$ cat src/design/bsd_pkg.sv
// Shared types, status codes and character decode functions for the base64 stream decoder.
package bsd_pkg;

    localparam int unsigned DigitW = 6;
    localparam int unsigned ByteW  = 8;

    typedef enum logic [2:0] {
        ST_OK       = 3'd0,
        ST_BAD_PAD  = 3'd1,
        ST_BAD_CHAR = 3'd2,
        ST_TRUNC    = 3'd3,
        ST_EMPTY    = 3'd4
    } status_t;

    typedef struct packed {
        logic [ByteW-1:0] data_byte;
        logic             byte_valid;
        logic             finished;
        status_t          status;
    } result_t;

    typedef struct packed {
        logic              valid;
        logic [DigitW-1:0] value;
    } digit_t;

    localparam logic [7:0] CharPad   = 8'h3d;
    localparam logic [7:0] CharSpace = 8'h20;
    localparam logic [7:0] CharTab   = 8'h09;
    localparam logic [7:0] CharCr    = 8'h0d;
    localparam logic [7:0] CharLf    = 8'h0a;
    localparam logic [7:0] CharPlus  = 8'h2b;
    localparam logic [7:0] CharSlash = 8'h2f;
    localparam logic [7:0] CharUpA   = 8'h41;
    localparam logic [7:0] CharUpZ   = 8'h5a;
    localparam logic [7:0] CharLoA   = 8'h61;
    localparam logic [7:0] CharLoZ   = 8'h7a;
    localparam logic [7:0] Char0     = 8'h30;
    localparam logic [7:0] Char9     = 8'h39;

    localparam logic [7:0] OffsetLower = 8'd26;
    localparam logic [7:0] OffsetDigit = 8'd52;
    localparam logic [DigitW-1:0] DigitPlus  = 6'd62;
    localparam logic [DigitW-1:0] DigitSlash = 6'd63;

    function automatic logic is_space(input logic [7:0] c);
        return (c == CharSpace) || (c == CharTab) || (c == CharCr) || (c == CharLf);
    endfunction

    function automatic digit_t digit_of(input logic [7:0] c);
        digit_t     d;
        logic [7:0] t;
        d = '0;
        t = '0;
        if (c >= CharUpA && c <= CharUpZ)
        begin
            t = c - CharUpA;
            d.valid = 1'b1;
        end
        else if (c >= CharLoA && c <= CharLoZ)
        begin
            t = c - CharLoA + OffsetLower;
            d.valid = 1'b1;
        end
        else if (c >= Char0 && c <= Char9)
        begin
            t = c - Char0 + OffsetDigit;
            d.valid = 1'b1;
        end
        d.value = t[DigitW-1:0];
        if (c == CharPlus)
        begin
            d.valid = 1'b1;
            d.value = DigitPlus;
        end
        else if (c == CharSlash)
        begin
            d.valid = 1'b1;
            d.value = DigitSlash;
        end
        return d;
    endfunction

endpackage

$ cat src/design/base64_stream_decoder.sv
// Top level of the base64 stream decoder: input register, decode core and result register.
// Takes one base64 character per transaction and returns exactly one result per
// transaction, in order. A new character is accepted every cycle while results are
// taken; each item passes through the input register, then the result register, and the
// decode state is updated as an item moves from the input register into the result
// register. tready on the input follows tready on the output through the single input
// register stage. After the end-of-text transaction all decode state returns to its
// reset value.
module base64_stream_decoder
(
    input  logic       clk,
    input  logic       rst_n,
    input  logic       s_axis_tvalid,
    output logic       s_axis_tready,
    input  logic [7:0] s_axis_tdata,   // [7:0] char_code
    input  logic       s_axis_tlast,
    input  logic       s_axis_tuser,   // [0] has_char
    output logic       m_axis_tvalid,
    input  logic       m_axis_tready,
    output logic [7:0] m_axis_tdata,   // [7:0] data_byte
    output logic       m_axis_tlast,
    output logic [3:0] m_axis_tuser    // [0] byte_valid, [3:1] status
);

    logic             in_valid_reg, in_valid_next;
    logic [7:0]       in_char_reg, in_char_next;
    logic             in_last_reg, in_last_next;
    logic             in_has_reg, in_has_next;
    logic             out_valid_reg, out_valid_next;
    bsd_pkg::result_t out_reg, out_next;
    bsd_pkg::result_t core_result;
    logic             advance;
    logic             s_fire;

    bsd_core u_core
    (
        .clk         (clk),
        .rst_n       (rst_n),
        .fire        (advance),
        .has_char    (in_has_reg),
        .char_code   (in_char_reg),
        .end_of_text (in_last_reg),
        .result      (core_result)
    );

    always_comb
    begin
        advance       = in_valid_reg && (!out_valid_reg || m_axis_tready);
        s_axis_tready = !in_valid_reg || advance;
        s_fire        = s_axis_tvalid && s_axis_tready;

        in_valid_next = s_fire || (in_valid_reg && !advance);
        in_char_next  = s_fire ? s_axis_tdata : in_char_reg;
        in_last_next  = s_fire ? s_axis_tlast : in_last_reg;
        in_has_next   = s_fire ? s_axis_tuser : in_has_reg;

        out_valid_next = advance || (out_valid_reg && !m_axis_tready);
        out_next       = advance ? core_result : out_reg;
    end

    always_ff @(posedge clk or negedge rst_n)
    begin
        if (!rst_n)
        begin
            in_valid_reg  <= 1'b0;
            out_valid_reg <= 1'b0;
        end
        else
        begin
            in_valid_reg  <= in_valid_next;
            out_valid_reg <= out_valid_next;
        end
    end

    always_ff @(posedge clk)
    begin
        in_char_reg <= in_char_next;
        in_last_reg <= in_last_next;
        in_has_reg  <= in_has_next;
        out_reg     <= out_next;
    end

    assign m_axis_tvalid = out_valid_reg;
    assign m_axis_tdata  = out_reg.data_byte;
    assign m_axis_tlast  = out_reg.finished;
    assign m_axis_tuser  = {out_reg.status, out_reg.byte_valid};

    // a byte is only produced while no error is pending
    a_byte_ok_status: assert property (@(posedge clk) disable iff (!rst_n)
        out_valid_reg && out_reg.byte_valid && !out_reg.finished
        |-> out_reg.status == bsd_pkg::ST_OK)
        else $error("byte emitted with error status");

    a_no_byte_zero: assert property (@(posedge clk) disable iff (!rst_n)
        out_valid_reg && !out_reg.byte_valid |-> out_reg.data_byte == 8'd0)
        else $error("data byte nonzero without byte_valid");

endmodule

$ cat src/design/bsd_core.sv
// Decoder state and per-character update logic; produces one result per transaction.
module bsd_core
(
    input  logic             clk,
    input  logic             rst_n,
    input  logic             fire,
    input  logic             has_char,
    input  logic [7:0]       char_code,
    input  logic             end_of_text,
    output bsd_pkg::result_t result
);

    logic [5:0]       leftover_reg, leftover_next;
    logic [2:0]       bit_count_reg, bit_count_next;
    logic             pad_reg, pad_next;
    bsd_pkg::status_t err_reg, err_next;
    logic             any_byte_reg, any_byte_next;

    bsd_pkg::digit_t  dig;
    logic [11:0]      acc;
    logic [3:0]       n_sum;
    logic [2:0]       n_new;
    logic [11:0]      shifted;
    logic [5:0]       upd_leftover;
    logic [2:0]       upd_count;
    logic             upd_pad;
    bsd_pkg::status_t upd_err;
    logic             upd_any;
    logic [7:0]       byte_val;
    logic             byte_ok;
    bsd_pkg::status_t fin_status;

    always_comb
    begin
        dig          = bsd_pkg::digit_of(char_code);
        acc          = {leftover_reg, dig.value};
        n_sum        = {1'b0, bit_count_reg} + 4'd6;
        n_new        = n_sum[3] ? n_sum[2:0] : n_sum[2:0];
        shifted      = acc >> n_new;
        upd_leftover = leftover_reg;
        upd_count    = bit_count_reg;
        upd_pad      = pad_reg;
        upd_err      = err_reg;
        upd_any      = any_byte_reg;
        byte_val     = '0;
        byte_ok      = 1'b0;

        if (has_char && err_reg == bsd_pkg::ST_OK)
        begin
            if (char_code == bsd_pkg::CharPad)
            begin
                upd_pad = 1'b1;
            end
            else if (bsd_pkg::is_space(char_code))
            begin
                upd_pad = pad_reg;
            end
            else if (pad_reg)
            begin
                upd_err = bsd_pkg::ST_BAD_PAD;
            end
            else if (!dig.valid)
            begin
                upd_err = bsd_pkg::ST_BAD_CHAR;
            end
            else
            begin
                if (n_sum[3])
                begin
                    byte_val = shifted[7:0];
                    byte_ok  = 1'b1;
                    upd_any  = 1'b1;
                end
                upd_count = n_new;
                for (int i = 0; i < 6; i++)
                begin
                    upd_leftover[i] = acc[i] && (3'(i) < n_new);
                end
            end
        end

        fin_status = upd_err;
        if (upd_err == bsd_pkg::ST_OK)
        begin
            if (upd_count >= 3'd6 || (upd_count != 3'd0 && upd_leftover != 6'd0))
            begin
                fin_status = bsd_pkg::ST_TRUNC;
            end
            else if (!upd_any)
            begin
                fin_status = bsd_pkg::ST_EMPTY;
            end
        end

        result.data_byte  = byte_val;
        result.byte_valid = byte_ok;
        result.finished   = end_of_text;
        result.status     = end_of_text ? fin_status : upd_err;

        leftover_next  = leftover_reg;
        bit_count_next = bit_count_reg;
        pad_next       = pad_reg;
        err_next       = err_reg;
        any_byte_next  = any_byte_reg;
        if (fire)
        begin
            if (end_of_text)
            begin
                leftover_next  = '0;
                bit_count_next = '0;
                pad_next       = 1'b0;
                err_next       = bsd_pkg::ST_OK;
                any_byte_next  = 1'b0;
            end
            else
            begin
                leftover_next  = upd_leftover;
                bit_count_next = upd_count;
                pad_next       = upd_pad;
                err_next       = upd_err;
                any_byte_next  = upd_any;
            end
        end
    end

    always_ff @(posedge clk or negedge rst_n)
    begin
        if (!rst_n)
        begin
            leftover_reg  <= '0;
            bit_count_reg <= '0;
            pad_reg       <= 1'b0;
            err_reg       <= bsd_pkg::ST_OK;
            any_byte_reg  <= 1'b0;
        end
        else
        begin
            leftover_reg  <= leftover_next;
            bit_count_reg <= bit_count_next;
            pad_reg       <= pad_next;
            err_reg       <= err_next;
            any_byte_reg  <= any_byte_next;
        end
    end

    // bit count only steps by six modulo eight from zero
    a_count_even: assert property (@(posedge clk) disable iff (!rst_n)
        bit_count_reg[0] == 1'b0)
        else $error("bit count is odd");

    a_leftover_clean: assert property (@(posedge clk) disable iff (!rst_n)
        (leftover_reg >> bit_count_reg) == 6'd0)
        else $error("leftover bits above bit count");

    a_end_clears: assert property (@(posedge clk) disable iff (!rst_n)
        fire && end_of_text |=> bit_count_reg == 3'd0 && err_reg == bsd_pkg::ST_OK
                                && !pad_reg && !any_byte_reg)
        else $error("state not cleared after end of text");

    a_err_sticky: assert property (@(posedge clk) disable iff (!rst_n)
        err_reg != bsd_pkg::ST_OK && !(fire && end_of_text) |=> err_reg == $past(err_reg))
        else $error("error code changed before end of text");

endmodule

$ cat config.mk
export PLATFORM = sky130hd
export DESIGN_NAME = base64_stream_decoder
export DESIGN_NICKNAME = d
export VERILOG_FILES = /design/src/design/bsd_pkg.sv /design/src/design/base64_stream_decoder.sv /design/src/design/bsd_core.sv
export SDC_FILE = /design/constraint.sdc
export NUM_CORES = 1
export LEC_CHECK = 0
export BUFFER_PORTS_ARGS = -buffer_cell sky130_fd_sc_hd__buf_2
export CELL_PAD_IN_SITES_DETAIL_PLACEMENT = 0
export CELL_PAD_IN_SITES_GLOBAL_PLACEMENT = 1
export CORE_MARGIN = 3
export CORE_UTILIZATION = 40
export CTS_CLUSTER_DIAMETER = 50
export DETAILED_ROUTE_END_ITERATION = 10
export GPL_ROUTABILITY_DRIVEN = 0
export HOLD_SLACK_MARGIN = 0.02
export PLACE_DENSITY_LB_ADDON = 0.1
export SLEW_MARGIN = 20
export SYNTH_ARGS = -nofsm -noshare
export SYNTH_HDL_FRONTEND = slang
export SYNTH_SLANG_ARGS = --single-unit
export TNS_END_PERCENT = 10
$ cat constraint.sdc
create_clock -name clk -period 3.8 [get_ports clk]
set_input_delay 0.57 -clock clk [delete_from_list [all_inputs] [get_ports clk]]
set_output_delay 0.57 -clock clk [all_outputs]
set_load 0.02 [all_outputs]
==> impl_metrics.env <==
export IMPL_status="finished clean"
export IMPL_rr_worst_depth=10
export IMPL_root_buffer="clkbuf_8"
export IMPL_worstSetupEndpointType="flop"
export IMPL_powerDensity_mw_per_mm2=391
export IMPL_crit_arrival_ns=3.14
export IMPL_yosysWarnings=0
export IMPL_start_kind="flop"
export IMPL_dp_cells=325
export IMPL_vdd_drop_max_mv=0.216
export IMPL_cts_tree="yes"
export IMPL_antenna_found_initial=0
export IMPL_r2r_start="in_char_reg[0]$_DFFE_PP_"
export IMPL_syn_area_mm2=0.00237
export IMPL_worst_setup_path_type="reg2reg"
export IMPL_wl_per_cell_um=15.5
export IMPL_cts_resized=0
export IMPL_die_area_mm2=0.00689
export IMPL_postSynthCellCount=234
export IMPL_yosysTopAreaCell="edfxtp_1"
export IMPL_ys_top_cells_by_area="edfxtp_1 29%, dfrtp_1 16%, ha_1 6.9%"
export IMPL_holdWs_ns=0.171
export IMPL_min_path_type="in2async"
export IMPL_clock_sinks=38
export IMPL_final_nets=287
export IMPL_grtUsageTotal_pct=15.7
export IMPL_clock_skew_ns=0.0101
export IMPL_post_dp_hpwl_mm=3.74
export IMPL_ant_nets=0
export IMPL_drt_total_wl_mm=5.15
export IMPL_worstMarginPinSlew_ns=0.702
export IMPL_avgSynthCellArea_um2=10.1
export IMPL_netlist_area_leader_share_pct=29.1
export IMPL_grt_pass1_wl_mm=8.83
export IMPL_port_buffers=28
export IMPL_r2r_setup_slack_ns=0.71
export IMPL_final_cells=333
export IMPL_setup_tns_ns=0
export IMPL_grt_start_max_net_pins=22
export IMPL_core_mm2=0.00561
export IMPL_num_antenna_cells=0
export IMPL_min_period_ns=3.09
export IMPL_pin_count=29
export IMPL_synth_edf_count=23
export IMPL_min_period_over_period_pct=81.3
export IMPL_p_leak_uw=0.00107
export IMPL_hold_violations=0
export IMPL_drt_iter0_markers=111
export IMPL_cp_data_required_time_ns=3.85
export IMPL_post_route_util_pct=47.8
export IMPL_h_tree_depth=2
export IMPL_cts_setup_buffers=0
export IMPL_firstDrtPassIters=4
export IMPL_power_uw=1050
export IMPL_slew_violations=0
export IMPL_grt_overflow_total=0
export IMPL_hold_buffers=0
export IMPL_setup_violations=0
export IMPL_synth_ff_type="edfxtp_1"
export IMPL_cts_buffer_depth=2
export IMPL_grt_pass1_vias=1781
export IMPL_max_cap_violations=0
export IMPL_start_util_pct=42.3
export IMPL_syn_to_final_growth_pct=13.0
export IMPL_cts_buffers=5
export IMPL_drc_errors=0
export IMPL_layout_drive_gt1_share_pct=18.8
export IMPL_rows=27
export IMPL_r2r_end="m_axis_tuser[3]$_DFFE_PP_"
export IMPL_rsz0062_at_grt="false"
export IMPL_ys_types=58
export IMPL_die_height_um=83.0
export IMPL_cts_clk_slew_worst_paths_ns=0.08
export IMPL_num_vias=1807
export IMPL_dieWidth_um=83.0
export IMPL_path_max_fanout=10
export IMPL_clock_fmax_ghz=0.324
export IMPL_yosys_register_bits=38
export IMPL_async_reset_ff_share_pct=39.5
export IMPL_clk_insertion_delay_late_ns=0.29
export IMPL_via_per_inst=5.43
export IMPL_ys_seq_area_share_pct=45.0
export IMPL_relSlewSlack_pct=53.2
export IMPL_syn_nets=261
where the power goes:
part           internal, uW  total, uW  switching (uW)  leakage, uW
Combinational          72.8        197             125     0.000588
Clock                   214        357             143    0.0000585
Sequential              468        492            23.9     0.000427
Total                   755       1050             292      0.00107
cell usage after synthesis, types with 2 or more instances:
cell      instances
edfxtp_1         23
nor2_1           22
nand2_1          19
a21oi_1          17
dfrtp_1          15
ha_1             13
inv_1            10
a211oi_1          9
o21ai_0           8
nand2b_1          6
nor3_1            6
o21ai_1           6
clkbuf_1          5
nor2b_1           5
mux2i_1           4
nand3_1           4
a221oi_1          3
a22oi_1           3
and2_1            3
buf_2             3
o31ai_1           3
xnor2_1           3
a22o_1            2
a32o_1            2
and4b_1           2
mux2_2            2
nand3b_1          2
o21a_1            2
o21ai_2           2
o31a_1            2
kinds of logic after synthesis:
| logic type | count (synthesis) | synth area share, % |
|---|---|---|
| multiplexers | 6 | 2.64 |
| flip-flops | 38 | 45.0 |
| buffers and inverters | 20 | 3.48 |
| adder cells (fa/ha/maj) | 14 | 7.28 |
| AND/OR/NAND/NOR | 84 | 20.6 |
| AO/OA/AOI/OAI | 68 | 19.6 |
| XOR/XNOR | 4 | 1.48 |
placed cells by master, fill, tap and decap left out, types with 2 or more instances in the layout:
| master | n |
|---|---|
| and4b_1 | 2 |
| nand3_1 | 4 |
| nand2b_1 | 6 |
| clkbuf_8 | 6 |
| a221oi_1 | 3 |
| inv_1 | 10 |
| dfrtp_1 | 15 |
| ha_1 | 13 |
| a22o_1 | 2 |
| o21ai_2 | 2 |
| a21oi_1 | 17 |
| nor3_1 | 6 |
| mux2_2 | 2 |
| nor2_1 | 22 |
| a32o_1 | 2 |
| nand2_1 | 19 |
| xnor2_1 | 3 |
| o31a_1 | 2 |
| edfxtp_1 | 23 |
| o31ai_1 | 3 |
| nand3b_1 | 2 |
| a211oi_1 | 9 |
| and2_1 | 3 |
| o21a_1 | 2 |
| mux2i_1 | 4 |
| a22oi_1 | 3 |
| o21ai_1 | 6 |
| o21ai_0 | 8 |
| nor2b_1 | 5 |
| buf_2 | 28 |
layout make-up:
class / count / area, um2
fill: 550 / 2930
multi-input combinational: 176 / 1220
sequential: 38 / 1070
timing repair buffer: 29 / 148
tap: 72 / 90.1
clock buffer: 7 / 86.3
inverter: 10 / 37.5
clock inverter: 1 / 30.0
worst max-delay path, stage by stage (launching register included):
cell and delay (ns):
edfxtp_1 0.56, inv_1 0.16, ha_1 0.29, and3b_1 0.21
nor3_1 0.27, o21a_4 0.24, nor3_2 0.07, and2b_1 0.27
nand2b_1 0.26, and4b_1 0.30, a31o_1 0.21
how the worst max path moves through the flow:
stage,startpoint,endpoint,slack (ns),depth (start not counted)
3_3_place_gp,in_char_reg[0]$_DFFE_PP_,m_axis_tuser[3]$_DFFE_PP_,0.74,10
6_report,in_char_reg[0]$_DFFE_PP_,m_axis_tuser[3]$_DFFE_PP_,0.71,10
2_1_floorplan,in_char_reg[0]$_DFFE_PP_,m_axis_tuser[3]$_DFFE_PP_,1.17,11
5_1_grt,in_char_reg[0]$_DFFE_PP_,m_axis_tuser[3]$_DFFE_PP_,0.48,10
3_5_place_dp,in_char_reg[0]$_DFFE_PP_,m_axis_tuser[3]$_DFFE_PP_,0.73,10
4_1_cts,in_char_reg[0]$_DFFE_PP_,m_axis_tuser[3]$_DFFE_PP_,0.71,10
metal layers:
layer | global-route usage (%) | vias to the layer above | part of all wire [%]
met5 | 0 | - | 0
met4 | 4.46 | 0 | 1.4
met3 | 3.08 | 7 | 5.6
met2 | 24.5 | 57 | 45
met1 | 22.1 | 827 | 48
li1 | - | 916 | -
through the flow:
stage	cell area [um2]	setup WS, ns
floorplan	2370	1.17
global placement	2560	0.738
detailed placement	2560	0.734
CTS	2680	0.714
global route	2680	0.480
finish	2680	0.709
Note: power is estimated with default switching activity, not from simulation.
